$ cat src/rtl/lpr_pkg.sv
`timescale 1ns / 1ps
`default_nettype none
package lpr_pkg;
    localparam int MAX_FRAMES = 16;
    localparam int IDX_W      = $clog2(MAX_FRAMES);
    localparam int CNT_W      = $clog2(MAX_FRAMES + 1);
    localparam int ADDR_W     = 31;
    localparam int PS_W       = 17;
    localparam int FR_W       = 5;
    localparam int FAULT_W    = 32;
    localparam int CFG_IDX_W  = 2;
    localparam int CFG_DATA_W = 17;

    localparam logic [CFG_IDX_W-1:0] CFG_PAGE_LEN = 2'd0;
    localparam logic [CFG_IDX_W-1:0] CFG_FRAMES   = 2'd1;
endpackage
`default_nettype wire

$ cat src/rtl/lpr_ram.sv
`timescale 1ns / 1ps
`default_nettype none
module lpr_ram #(
    parameter int WIDTH = 8,
    parameter int DEPTH = 16
) (
    input  wire logic                     i_clk,
    input  wire logic                     i_we,
    input  wire logic [$clog2(DEPTH)-1:0] i_waddr,
    input  wire logic [WIDTH-1:0]         i_wdata,
    input  wire logic [$clog2(DEPTH)-1:0] i_raddr,
    output logic      [WIDTH-1:0]         o_rdata
);
    logic [WIDTH-1:0] r_mem [DEPTH];

    always_ff @(posedge i_clk) begin
        if (i_we) begin
            r_mem[i_waddr] <= i_wdata;
        end
        o_rdata <= r_mem[i_raddr];
    end
endmodule
`default_nettype wire

$ cat src/rtl/lpr_rem.sv
`timescale 1ns / 1ps
`default_nettype none
module lpr_rem (
    input  wire logic                       i_clk,
    input  wire logic                       i_rst_n,
    input  wire logic                       i_start,
    input  wire logic [lpr_pkg::ADDR_W-1:0] i_addr,
    input  wire logic [lpr_pkg::PS_W-1:0]   i_ps,
    output logic                            o_done,
    output logic      [lpr_pkg::PS_W-1:0]   o_rem
);
    import lpr_pkg::*;

    // restoring division, one quotient bit per cycle, remainder only
    logic [ADDR_W-1:0] r_addr;
    logic [PS_W-1:0]   r_ps;
    logic [PS_W:0]     r_rem;
    logic [4:0]        r_bit;
    logic              r_run;
    logic [PS_W:0]     n_trial;
    logic [PS_W:0]     n_rem;

    always_comb begin
        n_trial = {r_rem[PS_W-1:0], r_addr[r_bit]};
        if (n_trial >= {1'b0, r_ps}) begin
            n_rem = n_trial - {1'b0, r_ps};
        end else begin
            n_rem = n_trial;
        end
    end

    always_ff @(posedge i_clk) begin
        if (!i_rst_n) begin
            r_run  <= 1'b0;
            o_done <= 1'b0;
        end else begin
            o_done <= 1'b0;
            if (i_start) begin
                r_run  <= 1'b1;
                r_addr <= i_addr;
                r_ps   <= i_ps;
                r_rem  <= '0;
                r_bit  <= 5'(ADDR_W - 1);
            end else if (r_run) begin
                r_rem <= n_rem;
                if (r_bit == 5'd0) begin
                    r_run  <= 1'b0;
                    o_done <= 1'b1;
                end else begin
                    r_bit <= r_bit - 5'd1;
                end
            end
        end
    end

    assign o_rem = r_rem[PS_W-1:0];
endmodule
`default_nettype wire

$ cat src/rtl/lru_page_replacement.sv
`timescale 1ns / 1ps
`default_nettype none
// lru page replacement tracker
// request channel: drive i_address and raise start; the request is taken at
//   a rising edge where start is high and busy is low. busy stays high until
//   the result has been shown.
// result channel: o_valid is high for exactly one cycle with o_hit,
//   o_page_base and o_fault_count; the receiver cannot stall, so the result
//   must be taken in that cycle.
// configuration: i_cfg_we with i_cfg_idx / i_cfg_data writes the page size (0)
//   or frames_in_use (1); other indexes are ignored. write only
//   while busy is low.
// sequence: the bit-serial remainder (launch, 31 bit steps, done), a read
//   and a compare per resident entry searched plus one more read on a miss,
//   a read and a write per entry moved, then the plan, last shift check and
//   append steps. one request at a time: none is taken while busy is high.
//   the remainder loop and the entry-by-entry search and shift through the
//   page ram bound the request rate.
// reset: synchronous active low; the resident set and fault count are
//   cleared, the page size returns to 4096 and frames_in_use to 16. the page
//   ram itself needs no clearing, only entries below the resident count are read.
module lru_page_replacement (
    input  wire logic                           i_clk,
    input  wire logic                           i_rst_n,
    input  wire logic                           start,
    output logic                                busy,
    input  wire logic [lpr_pkg::ADDR_W-1:0]     i_address,
    output logic                                o_valid,
    output logic                                o_hit,
    output logic      [lpr_pkg::ADDR_W-1:0]     o_page_base,
    output logic      [lpr_pkg::FAULT_W-1:0]    o_fault_count,
    input  wire logic                           i_cfg_we,
    input  wire logic [lpr_pkg::CFG_IDX_W-1:0]  i_cfg_idx,
    input  wire logic [lpr_pkg::CFG_DATA_W-1:0] i_cfg_data
);
    import lpr_pkg::*;

    typedef enum logic [3:0] {
        ST_IDLE, ST_DIV, ST_SRCH_RD, ST_SRCH_CMP, ST_PLAN,
        ST_SH_RD, ST_SH_WR, ST_APPEND
    } t_state;

    t_state             r_state;
    logic [PS_W-1:0]    r_page_len;
    logic [FR_W-1:0]    r_frames;
    logic [ADDR_W-1:0]  r_addr;
    logic [ADDR_W-1:0]  r_base;
    logic [CNT_W-1:0]   r_count;
    logic [FAULT_W-1:0] r_faults;
    logic [CNT_W-1:0]   r_idx;   // search index
    logic [CNT_W-1:0]   r_src;   // shift source
    logic [CNT_W-1:0]   r_dst;   // shift destination
    logic [CNT_W-1:0]   r_sh;    // entries removed before append
    logic               r_found;
    logic               r_div_go;

    logic               n_accept;
    logic               w_div_done;
    logic [PS_W-1:0]    w_rem;
    logic [ADDR_W-1:0]  w_rdata;
    logic               n_we;
    logic [IDX_W-1:0]   n_waddr;
    logic [ADDR_W-1:0]  n_wdata;
    logic [IDX_W-1:0]   n_raddr;
    logic [CNT_W-1:0]   n_lim;
    logic [CNT_W-1:0]   n_evict;
    logic [CNT_W-1:0]   n_wpos;

    assign busy     = (r_state != ST_IDLE);
    assign n_accept = start && !busy;

    // effective frame limit: zero means one, clamp at the ram depth
    always_comb begin
        if (r_frames == '0) begin
            n_lim = CNT_W'(1);
        end else if (CNT_W'(r_frames) > CNT_W'(MAX_FRAMES)) begin
            n_lim = CNT_W'(MAX_FRAMES);
        end else begin
            n_lim = CNT_W'(r_frames);
        end
        // on a miss, drop from the lru end until one slot below the limit
        if (r_count >= n_lim) begin
            n_evict = r_count - n_lim + CNT_W'(1);
        end else begin
            n_evict = '0;
        end
        n_wpos = r_count - r_sh;
    end

    // page ram port control
    always_comb begin
        n_we    = 1'b0;
        n_waddr = r_dst[IDX_W-1:0];
        n_wdata = w_rdata;
        n_raddr = r_idx[IDX_W-1:0];
        case (r_state)
            ST_SH_RD: begin
                n_raddr = r_src[IDX_W-1:0];
            end
            ST_SH_WR: begin
                n_we = 1'b1;
            end
            ST_APPEND: begin
                n_we    = 1'b1;
                n_waddr = n_wpos[IDX_W-1:0];
                n_wdata = r_base;
            end
            default: begin
            end
        endcase
    end

    lpr_rem u_rem (
        .i_clk   (i_clk),
        .i_rst_n (i_rst_n),
        .i_start (r_div_go),
        .i_addr  (r_addr),
        .i_ps    (r_page_len),
        .o_done  (w_div_done),
        .o_rem   (w_rem)
    );

    lpr_ram #(
        .WIDTH (ADDR_W),
        .DEPTH (MAX_FRAMES)
    ) u_pages (
        .i_clk   (i_clk),
        .i_we    (n_we),
        .i_waddr (n_waddr),
        .i_wdata (n_wdata),
        .i_raddr (n_raddr),
        .o_rdata (w_rdata)
    );

    always_ff @(posedge i_clk) begin
        if (!i_rst_n) begin
            r_state    <= ST_IDLE;
            r_page_len <= PS_W'(4096);
            r_frames   <= FR_W'(16);
            r_count    <= '0;
            r_faults   <= '0;
            r_div_go   <= 1'b0;
            o_valid    <= 1'b0;
        end else begin
            o_valid  <= 1'b0;
            r_div_go <= 1'b0;
            if (i_cfg_we) begin
                if (i_cfg_idx == CFG_PAGE_LEN) begin
                    r_page_len <= i_cfg_data[PS_W-1:0];
                end else if (i_cfg_idx == CFG_FRAMES) begin
                    r_frames <= i_cfg_data[FR_W-1:0];
                end
            end
            case (r_state)
                ST_IDLE: begin
                    if (n_accept) begin
                        r_addr   <= i_address;
                        r_div_go <= 1'b1;
                        r_state  <= ST_DIV;
                    end
                end
                ST_DIV: begin
                    if (w_div_done) begin
                        // zero page size leaves the address as is
                        if (r_page_len == '0) begin
                            r_base <= r_addr;
                        end else begin
                            r_base <= r_addr - ADDR_W'(w_rem);
                        end
                        r_idx   <= '0;
                        r_found <= 1'b0;
                        r_state <= ST_SRCH_RD;
                    end
                end
                ST_SRCH_RD: begin
                    if (r_idx >= r_count) begin
                        r_state <= ST_PLAN;
                    end else begin
                        r_state <= ST_SRCH_CMP;
                    end
                end
                ST_SRCH_CMP: begin
                    if (w_rdata == r_base) begin
                        r_found <= 1'b1;
                        r_state <= ST_PLAN;
                    end else begin
                        r_idx   <= r_idx + CNT_W'(1);
                        r_state <= ST_SRCH_RD;
                    end
                end
                ST_PLAN: begin
                    // hit: close the gap at the hit slot; miss: drop lru entries
                    if (r_found) begin
                        r_dst <= r_idx;
                        r_src <= r_idx + CNT_W'(1);
                        r_sh  <= CNT_W'(1);
                    end else begin
                        r_dst <= '0;
                        r_src <= n_evict;
                        r_sh  <= n_evict;
                        if (r_faults != '1) begin
                            r_faults <= r_faults + FAULT_W'(1);
                        end
                    end
                    r_state <= ST_SH_RD;
                end
                ST_SH_RD: begin
                    if (r_sh == '0 || r_src >= r_count) begin
                        r_state <= ST_APPEND;
                    end else begin
                        r_state <= ST_SH_WR;
                    end
                end
                ST_SH_WR: begin
                    r_src   <= r_src + CNT_W'(1);
                    r_dst   <= r_dst + CNT_W'(1);
                    r_state <= ST_SH_RD;
                end
                ST_APPEND: begin
                    if (!r_found) begin
                        r_count <= n_wpos + CNT_W'(1);
                    end
                    o_valid       <= 1'b1;
                    o_hit         <= r_found;
                    o_page_base   <= r_base;
                    o_fault_count <= r_faults;
                    r_state       <= ST_IDLE;
                end
                default: begin
                    r_state <= ST_IDLE;
                end
            endcase
        end
    end
endmodule
`default_nettype wire
$ cat config.mk
export PLATFORM = sky130hd
export DESIGN_NAME = lru_page_replacement
export DESIGN_NICKNAME = d
export VERILOG_FILES = /design/src/rtl/lpr_pkg.sv /design/src/rtl/lpr_ram.sv /design/src/rtl/lpr_rem.sv /design/src/rtl/lru_page_replacement.sv
export SDC_FILE = /design/constraint.sdc
export NUM_CORES = 1
export LEC_CHECK = 0
export BUFFER_PORTS_ARGS = -buffer_cell sky130_fd_sc_hd__buf_2
export CORE_MARGIN = 2
export CORE_UTILIZATION = 45
export DETAILED_ROUTE_END_ITERATION = 6
export HOLD_SLACK_MARGIN = 0.06
export PLACE_DENSITY = 0.59
export RECOVER_POWER = 25
export SYNTH_ARGS = -nofsm -noshare
export SYNTH_HDL_FRONTEND = slang
export SYNTH_SLANG_ARGS = --single-unit
$ cat constraint.sdc
create_clock -name i_clk -period 10.12 [get_ports i_clk]
set_clock_uncertainty 0.1 [all_clocks]
set_input_delay 1.518 -clock i_clk [delete_from_list [all_inputs] [get_ports i_clk]]
set_output_delay 1.518 -clock i_clk [all_outputs]
set_load 0.02 [all_outputs]
== Word-level counts from Yosys, hierarchy flattened ==
Memories as Yosys holds them, arrays and structs flattened. A register that Yosys moved wholly into a read port is not among the register bits.
Cells that the tools add are included.

* Order comparisons: 6
* Reductions and logical operators: 32
* Bitwise operators: 4
* Equal/unequal tests: 15
* Add/sub/neg operators: 11
* Multiplexer cells: 38

{| class="wikitable"
|+ Operators by type and width
! operator !! count
|-
| 31-bit 2-to-1 mux || 2
|-
| 5-bit 2-to-1 mux || 9
|-
| 17-bit 2-to-1 mux || 2
|-
| 32-bit by 1-bit adder with 32-bit output, second input constant || 1
|-
| 32-bit != test, second input constant || 1
|-
| 31-bit equality test || 1
|-
| 31-bit by 17-bit subtractor with 31-bit output || 1
|-
| 5-bit case mux with 2 select lines || 3
|-
| 5-bit by 1-bit adder with 5-bit output, second input constant || 5
|-
| 4-bit case mux with 6 select lines || 1
|-
| 18-bit by 17-bit >= comparator with 1-bit output || 1
|-
| 2-bit AND reduction || 9
|-
| 17-bit logical NOT || 1
|-
| 17-bit subtractor || 1
|-
| 4-bit by 3-bit equality test with 1-bit output, second input constant || 4
|-
| 4-bit 2-to-1 mux || 4
|-
| 5-bit >= comparator || 3
|-
| 5-bit logical NOT || 3
|-
| 3-bit AND reduction || 5
|-
| 1-bit 2-to-1 mux || 13
|-
| 5-bit subtractor || 2
|-
| 4-bit by 2-bit equality test with 1-bit output, second input constant || 2
|-
| 2-bit != test, second input constant || 4
|-
| 4-bit AND reduction || 2
|-
| 19 further kinds || 26
|}

* Output and inout port bits: 66
* Bits in writable memories: 496
* Bits of input ports: 54
* Register bits: 284
* Memories kept: 1

{| class="wikitable"
|+ Memories
! name !! words !! bits a word !! rd ports !! clocked after memory_dff !! write ports !! RTL line !! source
|-
| u_pages.r_mem || 16 || 31 || 1 || 1 || 1 || lpr_ram.sv:14 || <nowiki>logic [WIDTH-1:0] r_mem [DEPTH];</nowiki>
|}

== Longest topological paths before layout ==
Gate-level depths: netlist of the first run.

* Depth in word-level cells: 8
* Mapped depth: 18

== By module ==
A second synthesis of the first run with hierarchy kept.

* Cell total of the unflattened synthesis: 2063
* Area total of the unflattened synthesis: 33609.7 µm²

{| class="wikitable"
|+ Modules (own cells, without submodules)
! module !! area each (µm²) !! cells an instance !! instances
|-
| lpr_ram || 19248.5 || 812 || 1
|-
| lru_page_replacement || 10511.3 || 946 || 1
|-
| lpr_rem || 3849.9 || 305 || 1
|}

== Worst setup path after synthesis of the first run ==
Ideal clock, no wire load.

* Path type: in2reg
* Start: input port i_rst_n
* End: register o_fault_count[0] (netlist name), enable pin
* Arrival time: 4778 ps
* Stages on the path: 4
* Library setup time: 487 ps
* Path buffers: 2
* Slack: 4755 ps
* Data required time: 9533 ps
* Cell sequence: clkinv_1 -> clkbuf_1 -> clkbuf_1 -> nor2_1

* Word-level cells in the longest chain between the ends: 1

{| class="wikitable"
|+ Ends and longest elaborated chain
! element !! RTL line !! source
|-
| start, declared || lru_page_replacement.sv:24 || <nowiki>input wire logic i_rst_n,</nowiki>
|-
| 2-bit AND reduction (no line) || n/a ||
|-
| end signal, assigned || lru_page_replacement.sv:226 || <nowiki>o_fault_count <= r_faults;</nowiki>
|-
| end, declared || lru_page_replacement.sv:31 || <nowiki>output logic [lpr_pkg::FAULT_W-1:0] o_fault_count,</nowiki>
|}

No other way between the ends.
A chain may end at the register's enable or synchronous reset.

== Worst setup path after layout of the first run ==
* Start: register r_state[1]
* End: memory u_pages.r_mem[10][1] (netlist name), enable pin

* Word-level cells in the longest chain between the ends: 5

{| class="wikitable"
|+ Ends and longest elaborated chain
! element !! RTL line !! source
|-
| start, declared || lru_page_replacement.sv:43 || <nowiki>t_state r_state;</nowiki>
|-
| start signal, assigned || lru_page_replacement.sv:137 || <nowiki>r_state <= ST_IDLE;</nowiki>
|-
| start signal, assigned || lru_page_replacement.sv:159 || <nowiki>r_state <= ST_DIV;</nowiki>
|-
| start signal, assigned || lru_page_replacement.sv:172 || <nowiki>r_state <= ST_SRCH_RD;</nowiki>
|-
| 4-bit by 3-bit equality test with 1-bit output || lru_page_replacement.sv:96 || <nowiki>case (r_state)</nowiki>
|-
| 2-bit OR reduction (no line) || n/a ||
|-
| 1-bit 2-to-1 mux || lru_page_replacement.sv:96 ||
|-
| 1-bit 2-to-1 mux || lpr_ram.sv:17 || <nowiki>if (i_we) begin</nowiki>
|-
| 1-bit 2-to-1 mux (implied by the code) || lpr_ram.sv:18 || <nowiki>r_mem[i_waddr] <= i_wdata;</nowiki>
|-
| end, declared || lpr_ram.sv:14 ||
|}

Parallel ways exist; a longest one is shown, timed or not.

==> results.yml, run 1 <==
run_status:
  run_status: "finished with violations"
  violations: "capacitance limit, slew limit"
sta:
  fmax_mhz: 185
  timing.final.setup_violations: 0
  fin_worst_hold_slack_ns: 0.358
  worst_slew_pin_slew_ns: 3.30
  slew_headroom: -1.20
  timing.final.crit_share: 0.535
  timing.setup.tns_ns: 0
  final.min_clock_period_ns: 5.41
  hold_violations: 0
  timing.final.max_slew_violations: 151
  grt_setup_unrepaired: "no"
setup_path:
  required_time_at_the_endpoint_of_the_critical_path_ns: 10.30
  worst-setup-path-type: "flip-flop to flip-flop"
  worst_setup_path_end_kind: "flip-flop"
  worst_path_largest_cell_delay_ns: 2.35
  critical_path.max_fanout: 42
  timing.critical_path.arrival_ns: 5.60
  critPathSlowestCell: "sky130_fd_sc_hd__clkbuf_1"
  worstSetupStartpointType: "flip-flop"
  worstPathCellList: "nand3_1 > clkbuf_1 > mux2_2 > nand2_1 > nor2_4 > buf_4"
synthesis:
  async_reset_ff_frac: 0
  yosysSeqAreaShare: 0.681
  synth.largest_area_cell: "sky130_fd_sc_hd__edfxtp_1"
  synth_cells: 2709
  synth_top_family_by_area: "simple AND/OR/NAND/NOR gates"
  xor_xnor_fraction_of_synth_area: 0.0261
  ys_ff_latch: 809
  muxShareOfSynthArea: 0.0201
  synth.lib_cells_used.distinct: 78
  synth_common_cells: "712 x sky130_fd_sc_hd__edfxtp_1, 558 x sky130_fd_sc_hd__nand2_1, 121 x sky130_fd_sc_hd__o21ai_0"
  yosys-top-cells-area: "sky130_fd_sc_hd__edfxtp_1 62%, sky130_fd_sc_hd__nand2_1 6.1%, sky130_fd_sc_hd__dfxtp_1 5.7%"
  synth_most_common_cell: "sky130_fd_sc_hd__edfxtp_1"
  yosys_warnings: 0
  synth_simple_gate_area_share: 0.126
  synth_top_cell_area_share: 0.624
  syn_nets: 2832
  synth_adder_area_share: 0.0263
  synth_compound_gate_area_share: 0.0947
  synth_enable_flop_cells: 712
  synth_area_um2: 34200
  ys_dominant_reg_cell: "sky130_fd_sc_hd__edfxtp_1"
  syn_avg_cell_area_um2: 12.6
pwr:
  cell_leakage_power_nw: 13.7
  power.internal_mw: 5.70
  vdd_drop_max_mv: 0.165
  power_density_nw_per_um2: 187
  p_comb_frac: 0.044
  p_switching_mw: 1.55
  seq_power_share: 0.510
  pwr-share-clk: 0.445
  netSwitchingFraction: 0.214
clocking:
  post_cts_resized: 0
  cts_inserted_buffers: 84
  worstSkewPairLatency_ns: 0.64
  cts_root_buf: "sky130_fd_sc_hd__clkbuf_16"
  cts_hold_buffers: 0
  clk_transition_reported_paths_ns: 0.06
  clock_path_buffers: 3
  post_cts_setup_repair_buffer_count: 0
  cts_htree_levels: 3
  cts_tree: "yes"
  cts_num_sinks: 809
global_route:
  gr_usage_total: 0.205
  antenna_found_initial: 1
  via_count_of_the_first_global_routing_pass: 21180
  grt_overflow: 0
  global_route_wire_length_before_repair_um: 123000
  grt_max_degree: 182
routing:
  routedWlPerCell_um: 20.9
  drt_wl_total_um: 80900
  dr.first_iter.drc_count: 1767
  drc: 0
  post_dr_vias_cell: 5.59
  drtAntennaViolNets: 0
  routed-via-count: 21587
  detail_route.first_pass.iterations: 5
final_layout:
  post_route_cells_drive_above_1_share: 0.119
  n_fill_cell: 6413
  final_net_count: 2937
  final_cell_area_um2: 38900
  syn2layout_area_growth_pct: 13.5
  num_antenna_cells: 0
floorplanning:
  floorplan.die.width_um: 280
  dieArea_um2: 78300
  fp.coreArea_um2: 75700
  num_io_pins: 120
  std_cell_rows: 101
  fp.dieH_um: 280
  starting_utilization_of_the_core_area: 0.452
placement:
  number_of_buffers_inserted_by_port_buffering: 119
  dpl.hpwl_um: 48900
  globalplace.congestion: 0.883
  postPlaceCellArea_um2: 35900
min_path:
  hold_path_class: "flip-flop to flip-flop"
flow_run:
  cap_violations: 5
## worst max-delay path: cells and delay by family, from the launching register on
family / cells / cell delay (ns)
buffers and inverters: 2 / 2.85
flip-flops: 1 / 0.57
AND/OR/NAND/NOR: 3 / 0.97
multiplexers: 1 / 0.53
## cell type report
type	instances	area (µm²)	area share
multi-input cells	1689	10200	0.263
repair buffers	155	861	0.0222
clock buffers	104	2260	0.0581
well taps	978	1220	0.0315
flip-flops and latches	809	23300	0.600
inverters	75	282	0.00725
clock inverters	54	704	0.0181
## power groups by stage
stage	clock network, mW	registers [mW]	logic, mW
after global routing	3.42	3.70	0.355
after global placement	0	3.77	0.310
after CTS	3.29	3.70	0.322
after floorplan	0	3.75	0.238
final	3.23	3.70	0.320
after detailed placement	0	3.77	0.321
## cell families (layout without fill, tap and decap cells)
group | count (synthesis) | in the layout
AND/OR/NAND/NOR | 963 | 963
flip-flops | 809 | 809
AO/OA/AOI/OAI | 496 | 496
buffers and inverters | 211 | 388
XOR/XNOR | 102 | 102
adder cells (fa/ha/maj) | 69 | 69
multiplexers | 59 | 59
## state kept, by name, indices dropped and copies added (netlist names), 17 cells and up
| register | count |
|---|---|
| u_pages.r_mem | 496 |
| o_fault_count | 32 |
| o_page_base | 31 |
| u_rem.r_addr | 31 |
| u_pages.o_rdata | 31 |
| r_faults | 32 |
| r_page_len | 17 |
| u_rem.r_rem | 17 |
| r_base | 31 |
| u_rem.r_ps | 17 |
| r_addr | 31 |
## final timing paths
kind                 startpoint              endpoint  slack (ns)  cells after the start
hold reg to reg   r_page_len[7]         u_rem.r_ps[7]        0.36                      0
hold / removal    r_page_len[7]         u_rem.r_ps[7]        0.36                      0
setup / recovery     r_state[1]  u_pages.r_mem[10][1]        4.71                      6
setup reg to reg     r_state[1]  u_pages.r_mem[10][1]        4.71                      6
## routing by layer
metal	vias up	global-route usage	routed length, µm
li1	10168	-	-
met5	-	0	0
met4	0	0.0708	2140
met2	580	0.348	39800
met3	129	0.0283	4020
met1	10710	0.272	35000
## through the flow
step / setup slack, ns / cells / util / power [mW]
finish: 4.71 / 3864 / 0.513 / 7.25
global route: 4.44 / 3864 / 0.513 / 7.48
global placement: 5.08 / 3706 / 0.475 / 4.08
floorplan: 4.76 / 2709 / - / 3.99
detailed placement: 4.95 / 3706 / 0.475 / 4.09
CTS: 4.93 / 3864 / 0.514 / 7.31
## cells in the final DEF (no fill, tap or decap), types with 17 or more instances in the layout
cell type | Yosys | routed
sky130_fd_sc_hd__a211oi_1 | 71 | 71
sky130_fd_sc_hd__a21oi_1 | 81 | 81
sky130_fd_sc_hd__a22oi_1 | 39 | 39
sky130_fd_sc_hd__a31oi_1 | 66 | 66
sky130_fd_sc_hd__and2_0 | 18 | 21
sky130_fd_sc_hd__and2_1 | 54 | 51
sky130_fd_sc_hd__buf_2 | 47 | 117
sky130_fd_sc_hd__buf_4 | 2 | 31
sky130_fd_sc_hd__clkbuf_1 | 75 | 19
sky130_fd_sc_hd__clkbuf_16 | 0 | 85
sky130_fd_sc_hd__dfxtp_1 | 97 | 97
sky130_fd_sc_hd__edfxtp_1 | 712 | 712
sky130_fd_sc_hd__ha_1 | 64 | 64
sky130_fd_sc_hd__inv_1 | 74 | 75
sky130_fd_sc_hd__mux2_2 | 35 | 21
sky130_fd_sc_hd__mux2i_1 | 19 | 18
sky130_fd_sc_hd__nand2_1 | 558 | 558
sky130_fd_sc_hd__nand2b_1 | 19 | 19
sky130_fd_sc_hd__nand3_1 | 102 | 102
sky130_fd_sc_hd__nand4_1 | 29 | 29
sky130_fd_sc_hd__nor2_1 | 98 | 79
sky130_fd_sc_hd__nor2_4 | 0 | 19
sky130_fd_sc_hd__o21ai_0 | 121 | 121
sky130_fd_sc_hd__o221ai_1 | 31 | 31
sky130_fd_sc_hd__or3_1 | 17 | 17
sky130_fd_sc_hd__xnor2_1 | 53 | 53
sky130_fd_sc_hd__xor2_1 | 49 | 49
Note: power is estimated with default switching activity, not from simulation.
==> run 2, diff against run 1 <==
--- a/config.mk
+++ b/config.mk
@@ -5,6 +5,7 @@
 export SDC_FILE = /design/constraint.sdc
 export NUM_CORES = 1
 export LEC_CHECK = 0
+export ABC_AREA = 1
 export BUFFER_PORTS_ARGS = -buffer_cell sky130_fd_sc_hd__buf_2
 export CORE_MARGIN = 2
 export CORE_UTILIZATION = 45
==> constraint.sdc (replaced) <==
create_clock -name i_clk -period 5.4 [get_ports i_clk]
set_clock_uncertainty 0.1 [all_clocks]
set_input_delay 0.81 -clock i_clk [delete_from_list [all_inputs] [get_ports i_clk]]
set_output_delay 0.81 -clock i_clk [all_outputs]
set_load 0.02 [all_outputs]
==> run 2 against run 1 <==
  * The flow still finishes with violations (capacitance limit, slew limit)
  * Maximum frequency up 31%
  * Critical endpoint is now u_rem.r_rem[0]
  * Largest power group unchanged
  * Final cell count up 29%
  * Worst setup slack worse by 3.4 ns
  * Largest cell class unchanged
  * Non-clock buffer count up 29
  * Critical path depth up 17
  * Wire length up 18%
  * Critical path type unchanged
==> results.yml, run 2 <==
global_route:
  grt_max_degree: 77
  via_count_of_the_first_global_routing_pass: 23724
  antenna_found_initial: 4
  grt_overflow: 0
  global_route_wire_length_before_repair_um: 145000
  gr_usage_total: 0.230
synthesis:
  ys_dominant_reg_cell: "sky130_fd_sc_hd__edfxtp_1"
  async_reset_ff_frac: 0
  synth.lib_cells_used.distinct: 42
  synth.largest_area_cell: "sky130_fd_sc_hd__edfxtp_1"
  synth_most_common_cell: "sky130_fd_sc_hd__nand2_1"
  synth_top_cell_area_share: 0.586
  yosysSeqAreaShare: 0.639
  synth_area_um2: 36500
  yosys_warnings: 0
  synth_enable_flop_cells: 712
  synth_cells: 3719
  syn_nets: 3842
  synth_common_cells: "1279 x sky130_fd_sc_hd__nand2_1, 712 x sky130_fd_sc_hd__edfxtp_1, 420 x sky130_fd_sc_hd__inv_1"
  syn_avg_cell_area_um2: 9.82
  yosys-top-cells-area: "sky130_fd_sc_hd__edfxtp_1 59%, sky130_fd_sc_hd__nand2_1 13%, sky130_fd_sc_hd__dfxtp_1 5.3%"
  ys_ff_latch: 809
clocking:
  cts_root_buf: "sky130_fd_sc_hd__clkbuf_16"
  cts_inserted_buffers: 87
  post_cts_setup_repair_buffer_count: 0
  clock_path_buffers: 3
  worstSkewPairLatency_ns: 0.66
  cts_htree_levels: 3
  cts_tree: "yes"
  post_cts_resized: 0
  cts_hold_buffers: 0
  cts_num_sinks: 809
  clk_transition_reported_paths_ns: 0.06
floorplanning:
  std_cell_rows: 104
  starting_utilization_of_the_core_area: 0.454
  num_io_pins: 120
  fp.dieH_um: 289
  dieArea_um2: 83400
  fp.coreArea_um2: 80400
  floorplan.die.width_um: 289
final_layout:
  area_used_by_multi_input_combinational_logic_um2: 11100
  final-seq-area_um2: 23300
  syn2layout_area_growth_pct: 13.4
  n_fill_cell: 7347
  num_antenna_cells: 0
  registers.top_by_ff_count: "u_pages.r_mem"
  layout.cells.most_common_list: "1279 x sky130_fd_sc_hd__nand2_1, 712 x sky130_fd_sc_hd__edfxtp_1, 419 x sky130_fd_sc_hd__inv_1"
  most_common_cell_after_layout_fill_and_taps_aside: "sky130_fd_sc_hd__nand2_1"
  post_route_cells_drive_above_1_share: 0.0787
  largest_reg_flops: 496
  reg_top3: "u_pages.r_mem: 496 flops, o_fault_count: 32 flops, r_faults: 32 flops"
  final_cell_area_um2: 41400
  final_net_count: 3980
routing:
  detail_route.first_pass.iterations: 6
  routedWlPerCell_um: 19.2
  drc: 0
  drt_wl_total_um: 95800
  post_dr_vias_cell: 5.14
  dr.first_iter.drc_count: 2354
  routed-via-count: 25640
  drtAntennaViolNets: 0
setup_path:
  required_time_at_the_endpoint_of_the_critical_path_ns: 5.70
  crit-reg2reg-capture: "u_rem.r_rem[0]"
  timing.critical_path.arrival_ns: 4.42
  worstRegToRegCells: 23
  critical_path.max_fanout: 20
  worst-setup-path-type: "flip-flop to flip-flop"
  worst_setup_path_end_kind: "flip-flop"
  r2r-start: "u_rem.r_bit[0]"
  timing.reg2reg.setup_slack_ns: 1.28
  worstSetupStartpointType: "flip-flop"
placement:
  dpl.hpwl_um: 59700
  number_of_buffers_inserted_by_port_buffering: 119
  postPlaceCellArea_um2: 38500
  globalplace.congestion: 0.944
run_status:
  run_status: "finished with violations"
  violations: "capacitance limit, slew limit"
sta:
  timing.final.setup_violations: 0
  timing.final.max_slew_violations: 74
  grt_setup_unrepaired: "no"
  worst_slew_pin_slew_ns: 2.08
  timing.setup.tns_ns: 0
  fmax_mhz: 243
  timing.final.crit_share: 0.763
  slew_headroom: -0.384
  final.min_clock_period_ns: 4.12
  hold_violations: 0
pwr:
  cell_leakage_power_nw: 16.8
  power_density_nw_per_um2: 405
  vdd_drop_max_mv: 0.262
min_path:
  timing.hold.worst_endpoint: "r_addr[0]"
  min_from: "i_address[0]"
  hold_path_class: "input pin to flip-flop"
  timing.hold.worst_path_depth: 1
flow_run:
  cap_violations: 2
## run 2: changes by cell type after synthesis, moves of 35 or more
cell                       previous run  this run
sky130_fd_sc_hd__nand3_1            102       317
sky130_fd_sc_hd__nor2_1              98       242
sky130_fd_sc_hd__a31oi_1             66         2
sky130_fd_sc_hd__a211oi_1            71         0
sky130_fd_sc_hd__and2_1              54         5
sky130_fd_sc_hd__o211ai_1             9        63
sky130_fd_sc_hd__nand2_1            558      1279
sky130_fd_sc_hd__a22oi_1             39         1
sky130_fd_sc_hd__inv_1               74       420
sky130_fd_sc_hd__mux2_2              35         0
## run 2: critical path, stage by stage, from the launching register on
cell                       delay (ns)
sky130_fd_sc_hd__edfxtp_1        0.73
sky130_fd_sc_hd__inv_1           0.37
sky130_fd_sc_hd__nand2_1         0.15
sky130_fd_sc_hd__nand3_1         0.08
sky130_fd_sc_hd__nand3_1         0.10
sky130_fd_sc_hd__nand2_1         0.05
sky130_fd_sc_hd__a21oi_1         0.12
sky130_fd_sc_hd__nand2_1         0.06
sky130_fd_sc_hd__nand2_1         0.11
sky130_fd_sc_hd__ha_1            0.21
sky130_fd_sc_hd__inv_1           0.08
sky130_fd_sc_hd__fa_1            0.39
sky130_fd_sc_hd__nand2_1         0.07
sky130_fd_sc_hd__nand2_1         0.06
sky130_fd_sc_hd__nand3_1         0.07
sky130_fd_sc_hd__nand2_1         0.10
sky130_fd_sc_hd__nand2_1         0.09
sky130_fd_sc_hd__nand2_1         0.08
sky130_fd_sc_hd__nand2_1         0.15
sky130_fd_sc_hd__nand2_2         0.23
sky130_fd_sc_hd__inv_2           0.28
sky130_fd_sc_hd__nand2_1         0.08
sky130_fd_sc_hd__inv_1           0.05
sky130_fd_sc_hd__nor2_1          0.03
## run 2: per-stage QoR
stage	utilization	instances	hold WS, ns	setup slack (ns)	power (mW)
after global placement	0.479	4828	0.328	1.32	10.8
after global routing	0.515	4988	0.201	0.735	17.5
after floorplan	-	3719	0.308	0.591	9.78
final	0.515	4988	0.225	1.28	16.8
after CTS	0.516	4988	0.185	1.24	16.9
after detailed placement	0.479	4828	0.327	1.25	10.8
## run 2: final cells by class
type                            instances  area share
Sequential cell                       809       0.563
Multi-Input combinational cell       2347       0.268
Clock buffer                          113      0.0577
Inverter                              428      0.0389
Tap cell                             1060      0.0320
Timing Repair Buffer                  184      0.0263
Clock inverter                         47      0.0140
## run 2: metal layers
| layer | vias up | part of all wire | GRT usage |
|---|---|---|---|
| met1 | 12107 | 0.46 | 0.338 |
| li1 | 12559 | - | - |
| met2 | 832 | 0.45 | 0.358 |
| met4 | 0 | 0.023 | 0.0656 |
| met3 | 142 | 0.067 | 0.0331 |
| met5 | - | 0 | 0 |
## run 2: report_power, final
part,switching (mW),internal [mW],total (mW)
combinational,2.10,0.830,2.93
clock,2.55,3.59,6.14
sequential,0.213,7.50,7.71
## run 2: kinds of logic (layout without fill, tap and decap cells)
| family | Yosys count | count (layout) | synth area share |
|---|---|---|---|
| and+or+nand+nor | 1906 | 1906 | 0.211 |
| DFF | 809 | 809 | 0.639 |
| buffers and inverters | 563 | 772 | 0.0620 |
| AOI/OAI and AO/OA | 308 | 308 | 0.0481 |
| adders and majority gates | 69 | 69 | 0.0247 |
| xor gates and xnor gates | 64 | 64 | 0.0154 |
## run 2: worst max-delay path by stage
stage | from | end | slack, ns
detailed placement | u_rem.r_bit[0] | u_rem.r_rem[0] | 1.25
global placement | u_rem.r_bit[0] | u_rem.r_rem[0] | 1.32
floorplan | i_rst_n | r_base[0] | 0.59
finish | u_rem.r_bit[0] | u_rem.r_rem[0] | 1.28
global route | u_rem.r_bit[0] | u_rem.r_rem[0] | 0.73
CTS | u_rem.r_bit[0] | u_rem.r_rem[0] | 1.24
